### src/rtl/lru_pr_pkg.sv
// ----------------------------------------------------------------------------
// LRU page replacement package
// Shared widths, defaults, datapath commands and status for the LRU core.
// ----------------------------------------------------------------------------
package lru_pr_pkg;

  // Default geometry, handed down from the top level as parameters.
  localparam int FRAMES_DEF    = 4;
  localparam int PAGE_BITS_DEF = 16;

  // Fixed widths of the ports.
  localparam int PAGE_PORT_W   = 16;
  localparam int FAULT_W       = 16;
  localparam int FILLED_W      = 3;
  localparam int CFG_W         = 3;

  // Frame limit after reset.
  localparam logic [CFG_W-1:0] ACTIVE_FRAMES_RST = 3'd4;

  // Commands from the controller to the datapath.
  typedef enum logic [2:0] {
    CMD_NONE,
    CMD_LOAD,
    CMD_STEP,
    CMD_HIT,
    CMD_EVICT,
    CMD_INSERT
  } dp_cmd_t;

  // Status from the datapath to the controller.
  typedef struct packed {
    logic count_zero;
    logic match;
    logic last;
    logic full;
  } dp_status_t;

endpackage

### src/rtl/lru_pr_ctrl.sv
// ----------------------------------------------------------------------------
// LRU page replacement controller
// Sequences the walk over the recency list, one position per cycle.
// ----------------------------------------------------------------------------
module lru_pr_ctrl (
  input  logic                 clk,
  input  logic                 rst_n,
  input  logic                 start,
  input  lru_pr_pkg::dp_status_t status,
  output lru_pr_pkg::dp_cmd_t  cmd,
  output logic                 busy
);
  import lru_pr_pkg::*;

  typedef enum logic [1:0] {
    ST_IDLE,
    ST_CHECK,
    ST_INSERT
  } state_t;

  state_t state_r, state_nxt;
  logic   busy_r, busy_nxt;

  always_comb begin
    state_nxt = state_r;
    cmd       = CMD_NONE;
    case (state_r)
      ST_IDLE: begin
        if (start) begin
          cmd       = CMD_LOAD;
          state_nxt = status.count_zero ? ST_INSERT : ST_CHECK;
        end
      end
      ST_CHECK: begin
        if (status.match) begin
          cmd       = CMD_HIT;
          state_nxt = ST_IDLE;
        end else if (status.last && status.full) begin
          cmd       = CMD_EVICT;
          state_nxt = ST_IDLE;
        end else if (status.last) begin
          cmd       = CMD_STEP;
          state_nxt = ST_INSERT;
        end else begin
          cmd       = CMD_STEP;
        end
      end
      ST_INSERT: begin
        cmd       = CMD_INSERT;
        state_nxt = ST_IDLE;
      end
      default: begin
        state_nxt = ST_IDLE;
      end
    endcase
    busy_nxt = (state_nxt != ST_IDLE);
  end

  always_ff @(posedge clk) begin
    if (!rst_n) begin
      state_r <= ST_IDLE;
      busy_r  <= 1'b0;
    end else begin
      state_r <= state_nxt;
      busy_r  <= busy_nxt;
    end
  end

  assign busy = busy_r;

endmodule

### src/rtl/lru_pr_datapath.sv
// ----------------------------------------------------------------------------
// LRU page replacement datapath
// Recency memory, walk registers, counters and the registered result.
// ----------------------------------------------------------------------------
module lru_pr_datapath #(
  parameter int FRAMES    = lru_pr_pkg::FRAMES_DEF,
  parameter int PAGE_BITS = lru_pr_pkg::PAGE_BITS_DEF
) (
  input  logic                                 clk,
  input  logic                                 rst_n,
  input  lru_pr_pkg::dp_cmd_t                  cmd,
  output lru_pr_pkg::dp_status_t               status,
  input  logic [lru_pr_pkg::PAGE_PORT_W-1:0]   in_page_number,
  input  logic                                 cfg_wr_en,
  input  logic [lru_pr_pkg::CFG_W-1:0]         cfg_wr_data,
  output logic                                 out_valid,
  output logic                                 out_hit,
  output logic                                 out_evicted_valid,
  output logic [lru_pr_pkg::PAGE_PORT_W-1:0]   out_evicted_page,
  output logic [lru_pr_pkg::FAULT_W-1:0]       out_fault_total,
  output logic [lru_pr_pkg::FILLED_W-1:0]      out_frames_filled
);
  import lru_pr_pkg::*;

  localparam int IDX_W = (FRAMES > 1) ? $clog2(FRAMES) : 1;
  localparam int CNT_W = $clog2(FRAMES + 1);

  logic [PAGE_BITS-1:0] mem [FRAMES];
  logic [PAGE_BITS-1:0] rd_data_r;
  logic [IDX_W-1:0]     rd_addr;

  logic [PAGE_BITS-1:0] page_r;
  logic [PAGE_BITS-1:0] carry_r;
  logic [IDX_W-1:0]     idx_r;
  logic [CNT_W-1:0]     count_r;
  logic [FAULT_W-1:0]   fault_r;
  logic [CFG_W-1:0]     active_r;
  logic [CNT_W-1:0]     limit;

  logic                   out_valid_r;
  logic                   out_hit_r;
  logic                   out_ev_valid_r;
  logic [PAGE_PORT_W-1:0] out_ev_page_r;
  logic [FAULT_W-1:0]     out_fault_r;
  logic [FILLED_W-1:0]    out_filled_r;

  logic                 wr_en;
  logic                 finish;
  logic                 miss;
  logic [FAULT_W-1:0]   fault_nxt;
  logic [CNT_W-1:0]     count_nxt;

  // Out-of-range limits are clamped to the range one to FRAMES.
  always_comb begin
    if (active_r == '0) begin
      limit = CNT_W'(1);
    end else if (int'(active_r) > FRAMES) begin
      limit = CNT_W'(FRAMES);
    end else begin
      limit = CNT_W'(active_r);
    end
  end

  assign status.count_zero = (count_r == '0);
  assign status.match      = (rd_data_r == page_r);
  assign status.last       = ((CNT_W'(idx_r) + CNT_W'(1)) == count_r);
  assign status.full       = (count_r >= limit);

  assign rd_addr = (cmd == CMD_LOAD) ? '0 : IDX_W'(idx_r + 1'b1);
  assign wr_en   = (cmd == CMD_STEP) || (cmd == CMD_HIT) ||
                   (cmd == CMD_EVICT) || (cmd == CMD_INSERT);
  assign finish  = (cmd == CMD_HIT) || (cmd == CMD_EVICT) || (cmd == CMD_INSERT);
  assign miss    = (cmd == CMD_EVICT) || (cmd == CMD_INSERT);

  assign fault_nxt = (miss && (fault_r != '1)) ? fault_r + FAULT_W'(1) : fault_r;
  assign count_nxt = (cmd == CMD_INSERT) ? count_r + CNT_W'(1) : count_r;

  // The displaced entry moves one place down as the new page walks forward.
  always_ff @(posedge clk) begin
    if (wr_en) begin
      mem[idx_r] <= carry_r;
    end
    rd_data_r <= mem[rd_addr];
  end

  always_ff @(posedge clk) begin
    if (!rst_n) begin
      count_r     <= '0;
      fault_r     <= '0;
      active_r    <= ACTIVE_FRAMES_RST;
      out_valid_r <= 1'b0;
    end else begin
      if (cfg_wr_en) begin
        active_r <= cfg_wr_data;
      end
      count_r     <= count_nxt;
      fault_r     <= fault_nxt;
      out_valid_r <= finish;
    end
  end

  always_ff @(posedge clk) begin
    case (cmd)
      CMD_LOAD: begin
        page_r  <= PAGE_BITS'(in_page_number);
        carry_r <= PAGE_BITS'(in_page_number);
        idx_r   <= '0;
      end
      CMD_STEP: begin
        carry_r <= rd_data_r;
        idx_r   <= IDX_W'(idx_r + 1'b1);
      end
      default: begin
      end
    endcase
    if (finish) begin
      out_hit_r      <= (cmd == CMD_HIT);
      out_ev_valid_r <= (cmd == CMD_EVICT);
      out_ev_page_r  <= (cmd == CMD_EVICT) ? PAGE_PORT_W'(rd_data_r) : '0;
      out_fault_r    <= fault_nxt;
      out_filled_r   <= FILLED_W'(count_nxt);
    end
  end

  assign out_valid         = out_valid_r;
  assign out_hit           = out_hit_r;
  assign out_evicted_valid = out_ev_valid_r;
  assign out_evicted_page  = out_ev_page_r;
  assign out_fault_total   = out_fault_r;
  assign out_frames_filled = out_filled_r;

endmodule

### src/rtl/lru_page_replacement_core.sv
// ----------------------------------------------------------------------------
// LRU page replacement core
// Tracks resident pages in recency order and reports hits, faults and evictions.
// ----------------------------------------------------------------------------
// Usage. A page reference is transferred in at a rising edge where start is
// high and busy is low; in_page_number is sampled then. Busy stays high while
// the reference is processed. The result is transferred out on the out_ ports
// during the single cycle in which out_valid is high; the receiver cannot
// stall, so it must take the result in that cycle. A new reference may be
// started in the very cycle in which out_valid is high.
// Timing. The recency list is walked one frame position per cycle through
// a memory with one read and one write port. A hit ends the walk at the
// matching position; a miss walks to the last resident page, which is
// evicted if the list is full, else the new page goes into a free frame.
// The frame limit is set through cfg_wr_en and cfg_wr_data; the user must
// see that it is written only while the core is idle, as the core itself
// does not enforce this. Reset (rst_n low, synchronous) empties the list,
// clears the fault count and sets the frame limit to four.
// ----------------------------------------------------------------------------
module lru_page_replacement_core #(
  parameter int FRAMES    = lru_pr_pkg::FRAMES_DEF,
  parameter int PAGE_BITS = lru_pr_pkg::PAGE_BITS_DEF
) (
  input  logic                                 clk,
  input  logic                                 rst_n,
  input  logic                                 start,
  output logic                                 busy,
  input  logic [lru_pr_pkg::PAGE_PORT_W-1:0]   in_page_number,
  input  logic                                 cfg_wr_en,
  input  logic [lru_pr_pkg::CFG_W-1:0]         cfg_wr_data,
  output logic                                 out_valid,
  output logic                                 out_hit,
  output logic                                 out_evicted_valid,
  output logic [lru_pr_pkg::PAGE_PORT_W-1:0]   out_evicted_page,
  output logic [lru_pr_pkg::FAULT_W-1:0]       out_fault_total,
  output logic [lru_pr_pkg::FILLED_W-1:0]      out_frames_filled
);
  import lru_pr_pkg::*;

  // The controller issues commands and holds only its state and busy flag; all other storage sits in the datapath.
  dp_cmd_t    cmd;
  dp_status_t status;

  // The controller acts on start only in its idle state, so a start seen while
  // busy is simply ignored.
  lru_pr_ctrl u_ctrl (
    .clk    (clk),
    .rst_n  (rst_n),
    .start  (start),
    .status (status),
    .cmd    (cmd),
    .busy   (busy)
  );

  // The datapath holds the recency memory, the walk registers, the resident
  // and fault counters, the frame limit and the registered result.
  lru_pr_datapath #(
    .FRAMES    (FRAMES),
    .PAGE_BITS (PAGE_BITS)
  ) u_datapath (
    .clk               (clk),
    .rst_n             (rst_n),
    .cmd               (cmd),
    .status            (status),
    .in_page_number    (in_page_number),
    .cfg_wr_en         (cfg_wr_en),
    .cfg_wr_data       (cfg_wr_data),
    .out_valid         (out_valid),
    .out_hit           (out_hit),
    .out_evicted_valid (out_evicted_valid),
    .out_evicted_page  (out_evicted_page),
    .out_fault_total   (out_fault_total),
    .out_frames_filled (out_frames_filled)
  );

endmodule
### config.mk
export PLATFORM = sky130hd
export DESIGN_NAME = lru_page_replacement_core
export DESIGN_NICKNAME = d
export VERILOG_FILES = /design/src/rtl/lru_pr_pkg.sv /design/src/rtl/lru_pr_ctrl.sv /design/src/rtl/lru_pr_datapath.sv /design/src/rtl/lru_page_replacement_core.sv
export SDC_FILE = /design/constraint.sdc
export NUM_CORES = 1
export LEC_CHECK = 0
export BUFFER_PORTS_ARGS = -buffer_cell sky130_fd_sc_hd__buf_4
export CAP_MARGIN = 20
export CORE_UTILIZATION = 55
export DETAILED_ROUTE_END_ITERATION = 16
export GPL_TIMING_DRIVEN = 0
export PLACE_DENSITY = 0.74
export SETUP_SLACK_MARGIN = 0.4
export SKIP_LAST_GASP = 1
export SYNTH_ARGS = -nofsm -noshare
export SYNTH_HDL_FRONTEND = slang
export SYNTH_SLANG_ARGS = --single-unit
### constraint.sdc
create_clock -name clk -period 9.15 [get_ports clk]
set_input_delay 1.83 -clock clk [delete_from_list [all_inputs] [get_ports clk]]
set_output_delay 1.83 -clock clk [all_outputs]
set_load 0.05 [all_outputs]
* Word level (Yosys, flattened, before mapping)
Memories as Yosys holds them, arrays and structs flattened. A register that Yosys moved wholly into a read port is not among the register bits.
Cells that the tools add are included.
** Storage, ports and cells
- RAM bits :: 64
- Memories kept :: 1
- Register bits :: 97
- Logic and storage cells :: 63
- Output and inout bits :: 39
** Operators by class
- Equal/unequal tests :: 10
- Reductions and logical operators :: 13
- Magnitude comparators :: 2
- Add/sub/neg operators :: 4
- Mux-type cells :: 19
** Memory list
- u_datapath.mem :: words 4, width 16, read ports 1, clocked after Yosys merged registers in 1, wr ports 1, line lru_pr_datapath.sv:28 : logic [PAGE_BITS-1:0] mem [FRAMES];
** Operator list (count)
- $pmux W16 S2 :: 1
- $add A16 B1 Y16 const B :: 1
- $eq A16 B16 Y1 :: 1
- $mux W16 :: 1
- $ne A16 B16 Y1 const B :: 1
- $mux W3 :: 5
- $mux W2 :: 6
- $pmux W3 S3 :: 1
- $pmux W2 S2 :: 2
- $eq A3 B2 Y1 const B :: 2
- $eq A3 B3 Y1 const B :: 2
- $logic_not A3 Y1 :: 2
- $logic_or A1 B1 Y1 :: 6
- $reduce_bool A2 Y1 :: 2
- $add A2 B1 Y3 const B :: 1
- $add A3 B1 Y3 const B :: 1
- $eq A3 B1 Y1 const B :: 1
- $eq A3 B3 Y1 :: 1
- $ge A3 B3 Y1 :: 1
- $gt A3 B3 Y1 const B :: 1
- $mux W1 :: 3
- $add A2 B1 Y2 const B :: 1
- $eq A2 B1 Y1 const B :: 1
- $eq A2 B2 Y1 const B :: 1
- 2 further kinds :: 3

* Depth between registers and ports, before layout
- Depth in word-level cells :: 14
- Gate-level depth with buffers :: 14
- Gate-level depth less buffers :: 10

* Modules after synthesis
From an unflattened synthesis, not the netlist that was laid out.
** Second synthesis, totals
- Cell total of the unflattened synthesis :: 486
- Area, all modules :: 7085.5 um2
** Modules (own cells, without submodules)
- lru_pr_datapath :: cells each 462, area each 6886.6 um2, instances 1, seq. area each 4834.6 um2
- lru_pr_ctrl :: cells each 24, area each 198.9 um2, instances 1, seq. area each 60.1 um2

* Worst setup path after synthesis
Ideal clock, no wire load.
- Path kind :: reg2reg
- Start :: reg u_datapath.idx_r[0]
- End :: reg u_datapath.out_ev_page_r[0] (netlist: u_datapath.out_evicted_page[0]) (enable)
- Period minus slack after synthesis :: 4185 ps
- Arrival time :: 3785 ps
- Slack :: 4965 ps
- Required time :: 8750 ps
- Stages on the path, launching flop included :: 12
- Cells stage by stage :: edfxtp_1 > buf_1 > buf_2 > inv_1 > ha_1 > buf_2 > xor2_1 > nor3_4 > o21ai_2 > o311a_1 > buf_2 > nand2b_1
** On the way
- Longest elaborated chain between the ends :: 9
- Elaborated cells on any way between the ends :: 11
** RTL lines
- from (decl) :: line lru_pr_datapath.sv:34 : logic [IDX_W-1:0] idx_r;
- from (signal assigned) :: line lru_pr_datapath.sv:111 : idx_r <= IDX_W'(idx_r + 1'b1);
- $add A2 B1 Y3 (*) :: line lru_pr_datapath.sv:66 : assign status.last = ((CNT_W'(idx_r) + CNT_W'(1)) == count_r);
- $eq A3 B3 Y1 (*) :: line lru_pr_datapath.sv:66
- $logic_and A1 B1 Y1 (*) :: line lru_pr_ctrl.sv:38 : end else if (status.last && status.full) begin
- $mux W3 (*) :: line lru_pr_ctrl.sv:38
- $mux W3 (*) :: line lru_pr_ctrl.sv:35 : if (status.match) begin
- $pmux W3 S3 (*) :: line lru_pr_ctrl.sv:27 : case (state_r)
- $eq A3 B2 Y1 / $eq A3 B3 Y1 (equally long branches) :: line lru_pr_datapath.sv:72 : assign finish = (cmd == CMD_HIT) || (cmd == CMD_EVICT) || (cmd == CMD_INSERT);
- $logic_or A1 B1 Y1 :: line lru_pr_datapath.sv:72
- $logic_or A1 B1 Y1 (*) :: line lru_pr_datapath.sv:72
- via u_datapath.finish :: line lru_pr_datapath.sv:48 : logic finish;
- to (signal assigned) :: line lru_pr_datapath.sv:119 : out_ev_page_r <= (cmd == CMD_EVICT) ? PAGE_PORT_W'(rd_data_r) : '0;
- to (decl) :: line lru_pr_datapath.sv:43 : logic [PAGE_PORT_W-1:0] out_ev_page_r;
Mark *: on every way through the listed nets, which the timed path passes. The rest lies on a longest branch.
A chain may end at the register's enable or synchronous reset.

* Worst setup path after layout
- Start :: reg u_datapath.idx_r[0]
- End :: reg u_datapath.carry_r[2] (enable)
** On the way
- Longest elaborated chain between the ends :: 8
- Elaborated cells on any way between the ends :: 9
** RTL lines
- $add A2 B1 Y3 (*) :: line lru_pr_datapath.sv:66
- $eq A3 B3 Y1 (*) :: line lru_pr_datapath.sv:66
- $logic_and A1 B1 Y1 (*) :: line lru_pr_ctrl.sv:38
- $mux W3 (*) :: line lru_pr_ctrl.sv:38
- $mux W3 (*) :: line lru_pr_ctrl.sv:35
- $pmux W3 S3 (*) :: line lru_pr_ctrl.sv:27
- $eq A3 B2 Y1 / $eq A3 B1 Y1 (equally long branches) :: line lru_pr_datapath.sv:103 : case (cmd)
- $reduce_bool A2 Y1 (no source line) (*)
- to (signal assigned) :: line lru_pr_datapath.sv:106 : carry_r <= PAGE_BITS'(in_page_number);
- to (signal assigned) :: line lru_pr_datapath.sv:110 : carry_r <= rd_data_r;
- to (decl) :: line lru_pr_datapath.sv:33 : logic [PAGE_BITS-1:0] carry_r;
Every way passes the cells marked *; elsewhere a longest branch is shown, timed or not.

==> metrics <==
Vias/cell=~5.6; RSZ-0062 raised after global routing=no; initial core utilization=between 50% and 60%; sequential share of the synthesized area=approximately 66%; CTS Buf Count=17; critical path endpoint category=register; Hold WC Path Type=reg2reg; R2R Setup Slk=approximately 4100 ps; Post-Syn Area=~7500 um^2; r2r startpoint=u_datapath.idx_r[0]$_SDFFCE_PN0P_; Synth Register Bits=177; Pwr per Cell Area=between 200 and 300 nW/um^2; CTS tree=built; CP startpoint=u_datapath.idx_r[0]$_SDFFCE_PN0P_; Port Buffers=61; syn nets=around 560; # DRC=0; chip height=approximately 120 um; Hold Buf Count CTS=0; gpl congestion=slightly above 0.9; clk_lat worst skew=roughly 430 ps; vias in the first global route=4365; clk_skew=roughly 13 ps; crit share post-route=55.2%; Placed Cells=approximately 760; fin nets=roughly 650; H-Tree Level Count=4; most common cell after layout, fill and taps aside=edfxtp_1; Post-synth EDFFs=135; CP Data Required Time=just over 9000 ps; hold wc startpoint=u_datapath.mem[1][14]$_DFFE_PP_; final hold slack=around 480 ps; # clock sinks=~180; Die X=approximately 120 um; DR pass1 iterations=5; Synth Area per Inst=approximately 14 um^2; post-route insts no fill=about 800; GRT Residual Overflow=0; Worst-Margin Slew=roughly 1100 ps; filler instances=986; setup violators final=0; GRT Total Usage=about 22%; CTS clk-pin slew, worst paths=roughly 60 ps; P_leak=about 3.1 nW; CP Class=reg2reg; detailed-placement wirelength estimate=a little under 10000 um; antenna-violating nets left=0; Hold Vio Cnt, Final=0; Avg WL per Cell=18.3 um; layout cell share with drive strength beyond 1=between 20% and 30%; crit path time final=between 5000 and 6000 ps; DR vias=between 4k and 5k; Final Slew Violations=0; Fmax=198 MHz; Post-Synthesis Cells=between 500 and 600; first-pass GRT wire length=~23000 um; CP Launch Type=register; r2r endpoint=u_datapath.carry_r[2]$_DFFE_PP_; slew margin rel.=28.9%; final setup TNS=0 ps; core area=13200 um^2; total wire length=~15000 um; outcome=finished clean; Yosys cell types=between 40 and 50; crit path DAT=5120 ps; initial antenna violation count=0; Worst Path Max Fanout=18; antenna cells=0; post-CTS sizing=0; most frequent cells in the layout=edfxtp_1, buf_4, dfxtp_1, nor3_1, nand2_1; Hold Path End=u_datapath.rd_data_r[14]$_DFF_P_; Core Util, Final=65.6%; Max-Cap Viols=0; 1st-iter DRT viols=~390; Root Driver=clkbuf_16; die area=14000 um^2; ys async rst share=0%; warnings from Yosys=0; buffer levels on the longest clock path=2; worst hold stages=2; Post-CTS Setup Inserts=0; Synth Flop Type=edfxtp_1; largest net degree at the start of global routing=38; Worst VDD drop=about 0.00017 V; row count=between 40 and 50; IO Pins=62; Worst Reg-to-Reg Cells=11; Area Growth Syn to Fin=16.5%
-- power breakdown --
part           switching (mW)  internal, mW  leakage [nW]
logic                   0.442         0.215          1.25
clock network           0.289         0.378         0.254
registers              0.0931          1.06          1.61
-- state kept, by name (all words and copies together) (netlist names), 16 cells and up --
name,cells
u_datapath.page_r,16
u_datapath.fault_r,16
u_datapath.out_fault_total,16
u_datapath.mem,64
u_datapath.carry_r,16
u_datapath.rd_data_r,16
u_datapath.out_evicted_page,16
-- kinds of logic after synthesis --
kind of cell,Yosys count,share of synthesized area [%]
AO/OA/AOI/OAI,59,7.88
multiplexers,31,4.45
adder cells (fa/ha/maj),14,2.35
AND/OR/NAND/NOR,176,13.4
XOR/XNOR,33,3.88
buffers and inverters,37,2.40
flip-flops,177,65.6
-- worst max-delay path by stage --
stage               cells past startpoint  slack [ps]                                       endpoint
CTS                                    11        4080                u_datapath.carry_r[0]$_DFFE_PP_
floorplan                              11        4970   u_datapath.out_evicted_page[0]$_SDFFCE_PP0P_
finish                                 11        4100                u_datapath.carry_r[2]$_DFFE_PP_
global route                           11        3900                u_datapath.carry_r[0]$_DFFE_PP_
global placement                       11        4100  u_datapath.out_evicted_page[13]$_SDFFCE_PP0P_
detailed placement                     11        4080                u_datapath.carry_r[3]$_DFFE_PP_
-- stage by stage --
step / area [um^2] / worst slack (ps) / power, mW
global placement: 8140 / 4100 / 1.81
floorplan: 7460 / 4970 / 1.61
global route: 8690 / 3900 / 2.58
CTS: 8680 / 4080 / 2.49
finish: 8690 / 4100 / 2.48
detailed placement: 8140 / 4080 / 1.83
-- synthesized netlist by cell type, types with 2 or more instances --
master	number	share of area, %
edfxtp_1	135	54
dfxtp_1	42	11
nor3_1	41	2.8
nand2_1	31	1.6
and2_1	26	2.2
a21oi_1	22	1.5
xnor2_1	19	2.2
mux2_2	17	2.6
nor2b_1	17	1.4
nand2b_1	15	1.3
ha_1	14	2.3
mux2i_1	14	1.9
xor2_1	14	1.6
inv_1	12	0.60
nor2_1	12	0.60
clkbuf_1	11	0.55
a2111oi_4	10	3.7
nand3_1	10	0.67
o21ai_0	10	0.67
buf_2	6	0.40
nand4_1	6	0.50
buf_6	4	0.60
a2111oi_0	3	0.35
buf_1	3	0.15
nor4_4	3	0.86
o31ai_1	3	0.30
a2111oi_2	2	0.40
and3_1	2	0.17
nor3b_1	2	0.20
o21a_1	2	0.20
or2_2	2	0.17
or3_1	2	0.17
-- final cells by class --
cell class | count | area, um^2 | share of cell area [%]
inverters | 13 | 51.3 | 0.591
well taps | 176 | 220 | 2.54
flip-flops and latches | 177 | 4890 | 56.4
clock inverters | 11 | 91.3 | 1.05
plain buffers | 24 | 128 | 1.47
multi-input cells | 313 | 2390 | 27.5
clock buffers | 21 | 450 | 5.19
repair buffers | 62 | 463 | 5.33
-- per-layer routing --
metal	global-route usage, %	vias up	share of wire [%]
met5	0	-	0
met3	5.02	24	6.1
met2	35.8	161	49
met1	29.4	2200	43
li1	-	2093	-
met4	9.41	0	1.8
-- worst max-delay path, stage by stage, from the launching register on --
cell	delay, ps
edfxtp_1	460
buf_1	640
buf_2	530
inv_1	150
ha_1	300
buf_2	220
xor2_1	270
nor3_4	90
o21a_1	150
nor4_4	910
buf_2	430
or2_2	510
(Power assumes the default switching activity.)
